$ cat src/rtl/frob_pkg.sv
// Shared constants for the Frobenius trace block.
package frob_pkg;

	// Default modulus width
	localparam int unsigned MODULUS_BITS_DEF = 17;

	// Register stages in the modular multiplier
	localparam int unsigned MODMUL_STAGES = 5;

	// Moduli below this value give a zero trace with no work
	localparam int unsigned SMALL_MODULUS_LIMIT = 4;

endpackage

$ cat src/rtl/frob_modmul.sv
// Five-stage Barrett modular multiplier against a normalized modulus.
module frob_modmul #(
	parameter int unsigned N = frob_pkg::MODULUS_BITS_DEF,
	parameter int unsigned SHW = 5
) (
	input  logic           clk,
	input  logic [N-1:0]   a,
	input  logic [N-1:0]   b,
	input  logic [N-1:0]   pn,
	input  logic [N+1:0]   mu,
	input  logic [SHW-1:0] sh,
	output logic [N-1:0]   r
);
	logic [2*N-1:0] prod_s1;
	logic [2*N-1:0] x_s2;
	logic [2*N+2:0] t_s2;
	logic [N+1:0]   xl_s3;
	logic [N+1:0]   qpl_s3;
	logic [N+1:0]   r_s4;
	logic [N-1:0]   r_s5;

	logic [2*N-1:0] xs;
	logic [N+1:0]   q;
	logic [N+1:0]   r0;
	logic [N+1:0]   r1;
	logic [N+1:0]   r2;
	logic [N+1:0]   r3;

	// Scale the product by the normalizing shift
	assign xs = prod_s1 << sh;
	assign q  = t_s2[2*N+2:N+1];
	assign r0 = xl_s3 - qpl_s3;
	assign r1 = (r0 >= {2'b00, pn}) ? r0 - {2'b00, pn} : r0;
	assign r2 = (r_s4 >= {2'b00, pn}) ? r_s4 - {2'b00, pn} : r_s4;
	assign r3 = r2 >> sh;

	// Product, quotient estimate, back-multiply, two corrections
	always_ff @(posedge clk) begin
		prod_s1 <= (2*N)'(a) * (2*N)'(b);
		x_s2    <= xs;
		t_s2    <= (2*N+3)'(xs[2*N-1:N-1]) * (2*N+3)'(mu);
		xl_s3   <= x_s2[N+1:0];
		qpl_s3  <= q * (N+2)'(pn);
		r_s4    <= r1;
		r_s5    <= r3[N-1:0];
	end

	assign r = r_s5;
endmodule

$ cat config.mk
export PLATFORM = sky130hd
export DESIGN_NAME = frob_modmul
export DESIGN_NICKNAME = d
export VERILOG_FILES = /design/src/rtl/frob_pkg.sv /design/src/rtl/frob_modmul.sv
export SDC_FILE = /design/constraint.sdc
export NUM_CORES = 2
export LEC_CHECK = 0
export ABC_AREA = 0
export BUFFER_PORTS_ARGS = -buffer_cell sky130_fd_sc_hd__buf_2
export CAP_MARGIN = 10
export CORE_AREA = 2 2 292 294
export DETAILED_ROUTE_END_ITERATION = 10
export DIE_AREA = 0 0 294 296
export PLACE_DENSITY = 0.68
export SLEW_MARGIN = 20
export SYNTH_ARGS = -nofsm -noshare
export SYNTH_HDL_FRONTEND = slang
export SYNTH_SLANG_ARGS = --single-unit
$ cat constraint.sdc
create_clock -name clk -period 8.7 [get_ports clk]
set_input_delay 1.305 -clock clk [delete_from_list [all_inputs] [get_ports clk]]
set_output_delay 1.305 -clock clk [all_outputs]
set_load 0.05 [all_outputs]
==> impl_summary.md <==
Floorplanning
93 I/O pins were placed. In this run the standard cell core region covers 84200 um2. The die covers 87000 um2. The die is 294 um wide. Row generation in the floorplan step produced 107 rows. The initial utilization of the core area, before any placement, comes to 39.4%. From bottom edge to top edge, the die measures 296 um.

Detailed routing
The DRC marker count from the first detailed-route iteration is 1276. The iteration count of the initial detailed-routing pass is 5. The detailed router placed 25.0k vias in this run. The wire length after detailed routing is 83100 um. For this run, design rule violations remaining after detail routing come to 0.

The mean routed wirelength per cell is 16.9 um. Once detail routing completed, the nets flagged for antenna violations numbered 0. The vias per cell is 5.09.

Yosys
Synthesis produced 3756 cells. The main combinational cell family by area after synthesis is adder cells. After Yosys synthesis, and, or, nand and nor cells account for 16.2% of the synthesized area. Averaged over all synthesized cells, the footprint is 8.84 um2. The cell area after synthesis is 33200 um2.

The proportion of netlist area held by the largest area contributor is 37.4%. The synthesized netlist devotes 6.79% of its cell area to compound gates. The leading area contributor after synthesis is sky130_fd_sc_hd__fa_1.

The async set or reset register ratio after synthesis is 0%. The net count after synthesis is 4775. The parity-gate share of the synthesized area counting xor and xnor cells is 3.43%.

Sorting the synthesized cells by how often they occur yields sky130_fd_sc_hd__inv_1 (757), sky130_fd_sc_hd__fa_1 (621), sky130_fd_sc_hd__nand2_1 (588), sky130_fd_sc_hd__ha_1 (322), sky130_fd_sc_hd__and2_1 (288). Yosys printed 0 warnings. In this run, synthesis produced a sequential element count of 146. The most used flip-flop cell after synthesis is sky130_fd_sc_hd__dfxtp_1. By area the synthesized netlist is led by sky130_fd_sc_hd__fa_1 (37%), sky130_fd_sc_hd__ha_1 (12%), sky130_fd_sc_hd__dfxtp_1 (8.8%), sky130_fd_sc_hd__inv_1 (8.6%), sky130_fd_sc_hd__nand2_1 (6.6%). Summing the sequential cell areas from Yosys gives 8.80% of the chip area. Synthesis instantiated 74 different standard cells from the library.

By instance count, the leading cell after synthesis is sky130_fd_sc_hd__inv_1. The adder-cell share of the synthesized area is 49.6%. The share of cell area taken by muxes after synthesis is 4.76%.

In this run, synthesis inferred 0 flip-flops with an integrated enable.

Setup path
The origin of the worst setup path is sh[0]. STA classifies the critical path startpoint as a primary input. Data arrives at the worst endpoint at 8.63 ns. The worst setup path is captured at a register. Data on the critical path is required at its endpoint by 9.02 ns. On the critical path, the stage with the largest delay is an instance of sky130_fd_sc_hd__fa_1. In this run the critical register-to-register path is launched from prod_s1[18]. The cell that appears most often on the critical path is sky130_fd_sc_hd__fa_1. The setup path with the least slack is of type in2reg. The biggest cell delay along the critical path is 0.55 ns. In this run the worst path has a maximum fanout of 8.

GRT
Entering global routing, the biggest net connects 24 pins. The number of antenna violations at the first check in global routing came to 9. The wire length of the first global-routing pass is 138000 um. The via count of the first global-routing pass is 26.6k.

Summed over all layers, the global routing overflow is 0. Across every metal layer, demand over resource in global routing totals 19.8%.

Clock network
In this run, post-CTS hold repair placed 0 buffers. The TritonCTS buffer count is 17. For this design, the sink count on the clock tree is 146.

Clock latency on the worst-skew pair, taken at its later pin, is 0.44 ns. TritonCTS built the clock tree. Post-CTS timing repair inserted 0 buffers for setup. The clock passes through at most 2 buffers. In this run the clock root is driven by a sky130_fd_sc_hd__clkbuf_16. After clock tree synthesis, the clock-pin slew on the worst setup and hold paths is 0.06 ns. CTS built an H-tree with a depth of 4.

The total of cells resized after clock tree synthesis is 0.

Timing
The final-report max-slew violation count is 0. The worst clock skew is 0.0164 ns. Setup slack closes at 0.382 ns. The final critical path takes up 95.6% of the cycle. The relative slew slack is 33.4%. The hold violation total from the final report came to 0. The final critical-path required period is 8.32 ns. The transition time at the pin with the least slew margin is 0.999 ns. The final setup violation count is 0. Timing would allow up to 120 MHz.

Placed design
During placement, the flow inserted port buffers numbering 92. At the end of routability-driven placement, the weighted congestion stood at 0.887. The placement-stage cell area is 35300 um2. The sum of net half-perimeters after detailed placement is 67600 um. The worst slack after detailed placement is -0.228 ns.

Worst hold path
The worst hold path begins at x_s2[6]. The tightest min-delay check is of the reg2reg type.

Cells and area
The multi-input logic area is 26900 um2. After routing the design area is 35900 um2. Cells with a size suffix above 1 make up 8.26% of the layout. For this run, the post-layout net count is 4822. Relative to the synthesized area, the layout overhead comes to 8.13%.

Registers take 2920 um2. Counting the fill cells in the layout gives 8245.

Run status
The flow ran to the end, and the final reports show no timing, DRC or antenna violations.

Run
The tool flagged a number of max-cap violations equal to 0.
==> flip-flops by register name (all words and copies together), names as in the netlist <==
register / flops
r_s4: 19
r: 17
x_s2: 19
xl_s3: 19
prod_s1: 34
t_s2: 19
qpl_s3: 19
==> path summary, 6_finish.rpt <==
kind | end | slack, ns | cells after the start
min reg2reg | xl_s3[6] | 0.33 | 0
max | t_s2[36] | 0.38 | 29
max reg2reg | t_s2[36] | 1.27 | 24
min | xl_s3[6] | 0.33 | 0
==> cell families (layout without fill, tap and decap cells) <==
| kind of cell | Yosys count | in the layout |
|---|---|---|
| AOI/OAI and AO/OA | 344 | 344 |
| xor gates and xnor gates | 130 | 130 |
| adders and majority gates | 943 | 943 |
| buffers and inverters | 922 | 981 |
| DFF | 146 | 146 |
| muxes | 126 | 126 |
| other | 0 | 2 |
| and+or+nand+nor | 1145 | 1145 |
==> metrics by stage <==
step / hold slack [ns] / cells / setup TNS [ns] / util (%)
finish: 0.326 / 4907 / 0 / 42.7
global route: 0.330 / 4905 / -0.00411 / 42.6
CTS: 0.326 / 4905 / 0 / 42.6
detailed placement: 0.312 / 4874 / -0.749 / 41.9
global placement: 0.311 / 4874 / -0.310 / 41.9
floorplan: 0.310 / 3756 / 0 / -
==> placed cells by master (no fill, tap or decap), drive strengths merged, types with 21 or more instances in the layout <==
master	synthesis	layout
and2	288	288
a211oi	29	29
ha	322	322
xnor2	98	98
xor2	32	32
mux2i	69	69
a21oi	95	95
buf	23	190
inv	759	760
nor2b	54	54
dfxtp	146	146
mux2	38	38
o21ai	65	65
nand2	588	588
a21o	38	38
nor2	120	120
nor3	21	21
fa	621	621
clkbuf	140	21
==> layout make-up <==
cell class,count,area share [%]
well taps,1090,3.80
clock inverters,11,0.432
flip-flops and latches,146,8.14
diodes,2,0.0139
multi-input cells,2688,74.8
repair buffers,191,3.57
inverters,759,7.93
clock buffers,20,1.27
==> worst max-delay path, delay by kind of cell <==
kind	cells	cell delay, ns
mux	1	0.54
compound gates	9	1.95
simple gates	6	0.81
xor+xnor	1	0.12
buf+inv	5	0.62
fa+ha+maj	7	3.28
==> per-layer routing <==
metal	share of wire (%)	GRT usage (%)
met1	44	25.7
met2	48	34.1
met3	6.0	3.28
met4	2.4	5.39
met5	0.12	0
Power is left out: the tool's default activity adds up to more than one toggle a clock period on the data nets, which glitch-free logic cannot reach.
