--- src/rtl/frob_pkg.sv ---
// Shared constants for the Frobenius trace block.
package frob_pkg;

	// Default modulus width
	localparam int unsigned MODULUS_BITS_DEF = 17;

	// Register stages in the modular multiplier
	localparam int unsigned MODMUL_STAGES = 5;

	// Moduli below this value give a zero trace with no work
	localparam int unsigned SMALL_MODULUS_LIMIT = 4;

endpackage

--- src/rtl/frob_setup.sv ---
// Per-modulus setup: normalize the modulus and compute the Barrett constant bit by bit.
module frob_setup #(
	parameter int unsigned N = frob_pkg::MODULUS_BITS_DEF,
	parameter int unsigned SHW = 5
) (
	input  logic           clk,
	input  logic           arst_n,
	input  logic           start,
	input  logic [N-1:0]   p,
	output logic           done,
	output logic [N-1:0]   pn,
	output logic [N+1:0]   mu,
	output logic [SHW-1:0] sh
);
	localparam int unsigned CW = $clog2(2 * N + 1);

	typedef enum logic [2:0] {
		SU_IDLE = 3'b001,
		SU_NORM = 3'b010,
		SU_DIV  = 3'b100
	} su_state_t;

	su_state_t      state_q;
	logic           done_q;
	logic [N-1:0]   pn_q;
	logic [SHW-1:0] sh_q;
	logic [N-1:0]   rem_q;
	logic [N+1:0]   quo_q;
	logic [CW-1:0]  cnt_q;
	logic [N:0]     rem_next;
	logic           rem_ge;

	// Bring down one dividend bit; the dividend 2^(2N) has only its top bit set
	assign rem_next = {rem_q, (cnt_q == CW'(2 * N))};
	assign rem_ge   = (rem_next >= {1'b0, pn_q});

	// Shift the modulus up to full width, then run restoring division
	always_ff @(posedge clk or negedge arst_n) begin
		if (!arst_n) begin
			state_q <= SU_IDLE;
			done_q  <= 1'b0;
			pn_q    <= '0;
			sh_q    <= '0;
			rem_q   <= '0;
			quo_q   <= '0;
			cnt_q   <= '0;
		end else begin
			done_q <= 1'b0;
			case (state_q)
				SU_IDLE: begin
					if (start) begin
						pn_q    <= p;
						sh_q    <= '0;
						state_q <= SU_NORM;
					end
				end
				SU_NORM: begin
					if (pn_q[N-1]) begin
						rem_q   <= '0;
						quo_q   <= '0;
						cnt_q   <= CW'(2 * N);
						state_q <= SU_DIV;
					end else begin
						pn_q <= {pn_q[N-2:0], 1'b0};
						sh_q <= sh_q + 1'b1;
					end
				end
				SU_DIV: begin
					if (rem_ge) begin
						rem_q <= N'(rem_next - {1'b0, pn_q});
						quo_q <= {quo_q[N:0], 1'b1};
					end else begin
						rem_q <= rem_next[N-1:0];
						quo_q <= {quo_q[N:0], 1'b0};
					end
					if (cnt_q == '0) begin
						done_q  <= 1'b1;
						state_q <= SU_IDLE;
					end else begin
						cnt_q <= cnt_q - 1'b1;
					end
				end
				default: state_q <= SU_IDLE;
			endcase
		end
	end

	assign done = done_q;
	assign pn   = pn_q;
	assign mu   = quo_q;
	assign sh   = sh_q;
endmodule

--- config.mk ---
export PLATFORM = sky130hd
export DESIGN_NAME = frob_setup
export DESIGN_NICKNAME = d
export VERILOG_FILES = /design/src/rtl/frob_pkg.sv /design/src/rtl/frob_setup.sv
export SDC_FILE = /design/constraint.sdc
export NUM_CORES = 1
export LEC_CHECK = 0
export ABC_AREA = 1
export BUFFER_PORTS_ARGS = -buffer_cell sky130_fd_sc_hd__clkbuf_2
export CAP_MARGIN = 20
export CORE_UTILIZATION = 45
export CTS_BUF_LIST = sky130_fd_sc_hd__clkbuf_4
export CTS_CLUSTER_DIAMETER = 40
export DETAILED_ROUTE_END_ITERATION = 6
export PLACE_DENSITY = 0.76
export SLEW_MARGIN = 15
export SYNTH_ARGS = -nofsm -noshare
export SYNTH_HDL_FRONTEND = slang
export SYNTH_SLANG_ARGS = --single-unit
export TNS_END_PERCENT = 1
--- constraint.sdc ---
create_clock -name clk -period 6.85 [get_ports clk]
set_clock_uncertainty 0.2 [all_clocks]
set_input_delay 1.0275 -clock clk [delete_from_list [all_inputs] [get_ports clk]]
set_output_delay 1.0275 -clock clk [all_outputs]
set_load 0.02 [all_outputs]
==> results.yml <==
pwr:
  static-leakage-power_nw: 2.626
  power_density_nw_per_um2: 379.5
  vdd_ir_drop_max_mv: 0.2540
clocking:
  clock_latency_ns: 0.42
  tritoncts: "yes"
  clk_root_buffer_cell: "clkbuf_4"
  cts_resized: 0
  h-tree-depth: 3
  clock_tree.buffer_depth: 2
  cts_hold_buffers: 0
  cts_made_buffers: 9
  postCtsSetupRepairBufs: 0
  cts_num_sinks: 68
  clkSlewWorstSetupHoldPaths_ns: 0.13
placed_design:
  place_congestion: 0.9470
  post_dp_cell_area_sq_um: 4574
  io_buffers: 61
  dpl.hpwl_mm: 7.715
  dp_cells: 709
status:
  status: "completed"
floorplanning:
  die_height_microns: 98.94
  fp.dieArea_sq_um: 9789
  fp.coreArea_sq_um: 9153
  design.portCount: 62
  starting_density: 0.4621
  floorplan.rows: 35
  die_width_microns: 98.94
yosys:
  synth.ff_latch_count: 68
  synth_enable_flop_cells: 0
  postSynthNetCount: 590
  synth.top_cells.by_count: "nand2_1 (142), inv_1 (101), dfrtp_1 (67)"
  most_frequent_cell_after_synthesis: "nand2_1"
  synthDominantAreaCellType: "dfrtp_1"
  mean_instance_size_in_the_synthesized_netlist_sq_um: 7.703
  post_synth_main_area_contributors: "dfrtp_1 (40%), nand2_1 (13%), inv_1 (9.0%)"
  synthArstFlopShare: 1.000
  yosysUniqueCellTypes: 39
  yosysTopAreaCellShare: 0.3964
  synth_warnings: 0
  postSynthCellCount: 549
  mappedNetlistArea_sq_um: 4229
  yosys_most_used_dff: "dfrtp_1"
  synth.yosys.seq_area_share: 0.4027
sta:
  slew_viol_final: 0
  timing.final.setup_violations: 0
  max_freq_mhz: 338.9
  final.period_utilization: 0.4308
  setup-tns-final_ns: 0
  headroom_to_the_max_slew_limit: 0.3549
  hold_viol_final: 0
  rsz0062_at_grt: "false"
  timing.final.crit_period_ns: 2.951
  tightestPinTransition_ns: 0.9654
  worst_hold_slack_ns: 0.3001
min_path:
  hold_path_class: "reg2reg"
  whs_path_depth: 1
route:
  final_antenna_net_count: 0
  firstDrtPassIters: 5
  detail_route.drc_violations: 0
  initialDrtViolationCount: 324
  drt_wl_total_mm: 10.32
  wl_per_cell_microns: 14.23
  viasPerCell: 5.316
  dr_total_vias: 3854
flow_run:
  maxCapViolations: 0
grt:
  grt_pass1_vias: 3789
  grt_start_max_net_pins: 69
  grt_pass1_wl_mm: 17.91
  groute.usage.overall: 0.2314
  globalRoute.totalOverflow: 0
  grt_antenna_before_repair: 0
setup_path:
  endpoint_of_the_worst_register_to_register_path: "mu[0]"
  r2r-start: "state_q[0]"
  path_depth: 6
  endpoint: "mu[0]"
  reg2reg_setup_slack_ns: 3.90
  worstSetupStartpointType: "register"
  required_ns: 6.97
  critical-path-max-stage-delay_ns: 0.68
  cp_slowest_cell: "nor2_1"
  timing.critical_path.buf_inv: 2
  crit_chain: "inv_1, nand3_2, nor2_2, nor2_1, inv_1, o21ai_0"
  ff2ff_path_depth: 6
  critPathKind: "reg2reg"
  worst_path_most_repeated_cell: "inv_1"
  critical_path_peak_fanout: 25
  critical-path-top-delay-family: "simple AND/OR/NAND/NOR gates"
  crit_path_start: "state_q[0]"
  arrival_ns: 3.07
  critical_path.endpoint_type: "register"
finish:
  finish.instance_area_sq_um: 4717
  stdcell_count: 725
  final_antenna_diode_count: 0
  final_util: 0.5154
  area.growth.synth_to_final_pct: 11.54
  drive_above_1_share: 0.1743
  final_stage_net_count: 650
area by class of cell:
class | instances | area, sq um
inverters | 104 | 390.4
clock buffers | 9 | 67.56
multi-input cells | 363 | 2022
well taps | 111 | 138.9
repair buffers | 63 | 320.3
flip-flops and latches | 68 | 1703
fillers | 884 | 4436
clock inverters | 7 | 75.07
placed cells by master, fill, tap and decap left out, types with 2 or more instances in the layout:
| master | synthesis | routed |
|---|---|---|
| nand3b_1 | 6 | 6 |
| inv_1 | 101 | 101 |
| clkinv_1 | 1 | 2 |
| nor2_1 | 29 | 29 |
| nand3_2 | 11 | 11 |
| nand2_2 | 5 | 5 |
| nor2_4 | 2 | 2 |
| ha_1 | 20 | 20 |
| buf_4 | 0 | 2 |
| nor3_1 | 5 | 5 |
| xnor2_1 | 5 | 5 |
| a21oi_1 | 16 | 16 |
| dfrtp_1 | 67 | 67 |
| clkinvlp_4 | 0 | 2 |
| nand2_1 | 142 | 142 |
| inv_2 | 2 | 2 |
| o22ai_1 | 17 | 17 |
| nor2_2 | 2 | 2 |
| and3_1 | 2 | 2 |
| o21ai_0 | 15 | 15 |
| nand4_1 | 5 | 5 |
| nand3_1 | 52 | 52 |
| clkbuf_4 | 0 | 9 |
| xor2_1 | 2 | 2 |
| inv_6 | 0 | 2 |
| o221ai_1 | 16 | 16 |
| clkbuf_2 | 0 | 60 |
where the power goes:
group          internal [mW]  switching [mW]  total (mW)
clock                  0.113           0.159       0.272
combinational          0.300           0.648       0.948
sequential             0.502          0.0693       0.571
through the flow:
stage / setup WS, ns / power (mW)
finish: 3.899 / 1.790
global route: 3.642 / 1.943
CTS: 3.957 / 1.791
detailed placement: 4.013 / 1.510
global placement: 3.989 / 1.502
floorplan: 4.466 / 1.265
registers in the layout (all words and copies together), names as in the netlist:
register / flops
done: 1
sh: 5
pn: 17
cnt_q: 6
rem_q: 17
state_q: 3
mu: 19
kinds of logic after synthesis:
logic type / share of synthesized area
simple gates: 0.3000
buf+inv: 0.1192
flops: 0.4027
compound gates: 0.09970
fa+ha+maj: 0.06391
xor+xnor: 0.01450
routing by layer:
layer | wire length [microns] | global-route usage | share of wire
met5 | 0 | 0 | 0
met4 | 309 | 0.1022 | 0.030
met3 | 548 | 0.04894 | 0.053
met2 | 4889 | 0.3771 | 0.47
met1 | 4572 | 0.2973 | 0.44
worst reg2reg max path: stages (launching register included):
cell,delay (ns)
dfstp_2,0.56
inv_1,0.05
nand3_2,0.25
nor2_2,0.12
nor2_1,0.68
inv_1,0.65
o21ai_0,0.34
how the worst min path moves through the flow:
stage / from / to / slack (ns)
2_1_floorplan: cnt_q[0] / cnt_q[0] / 0.24
3_3_place_gp: cnt_q[0] / cnt_q[0] / 0.26
3_5_place_dp: cnt_q[0] / cnt_q[0] / 0.29
4_1_cts: cnt_q[0] / cnt_q[0] / 0.30
5_1_grt: cnt_q[0] / cnt_q[0] / 0.34
6_report: cnt_q[0] / cnt_q[0] / 0.30
Power figures use the tool's default switching activity.
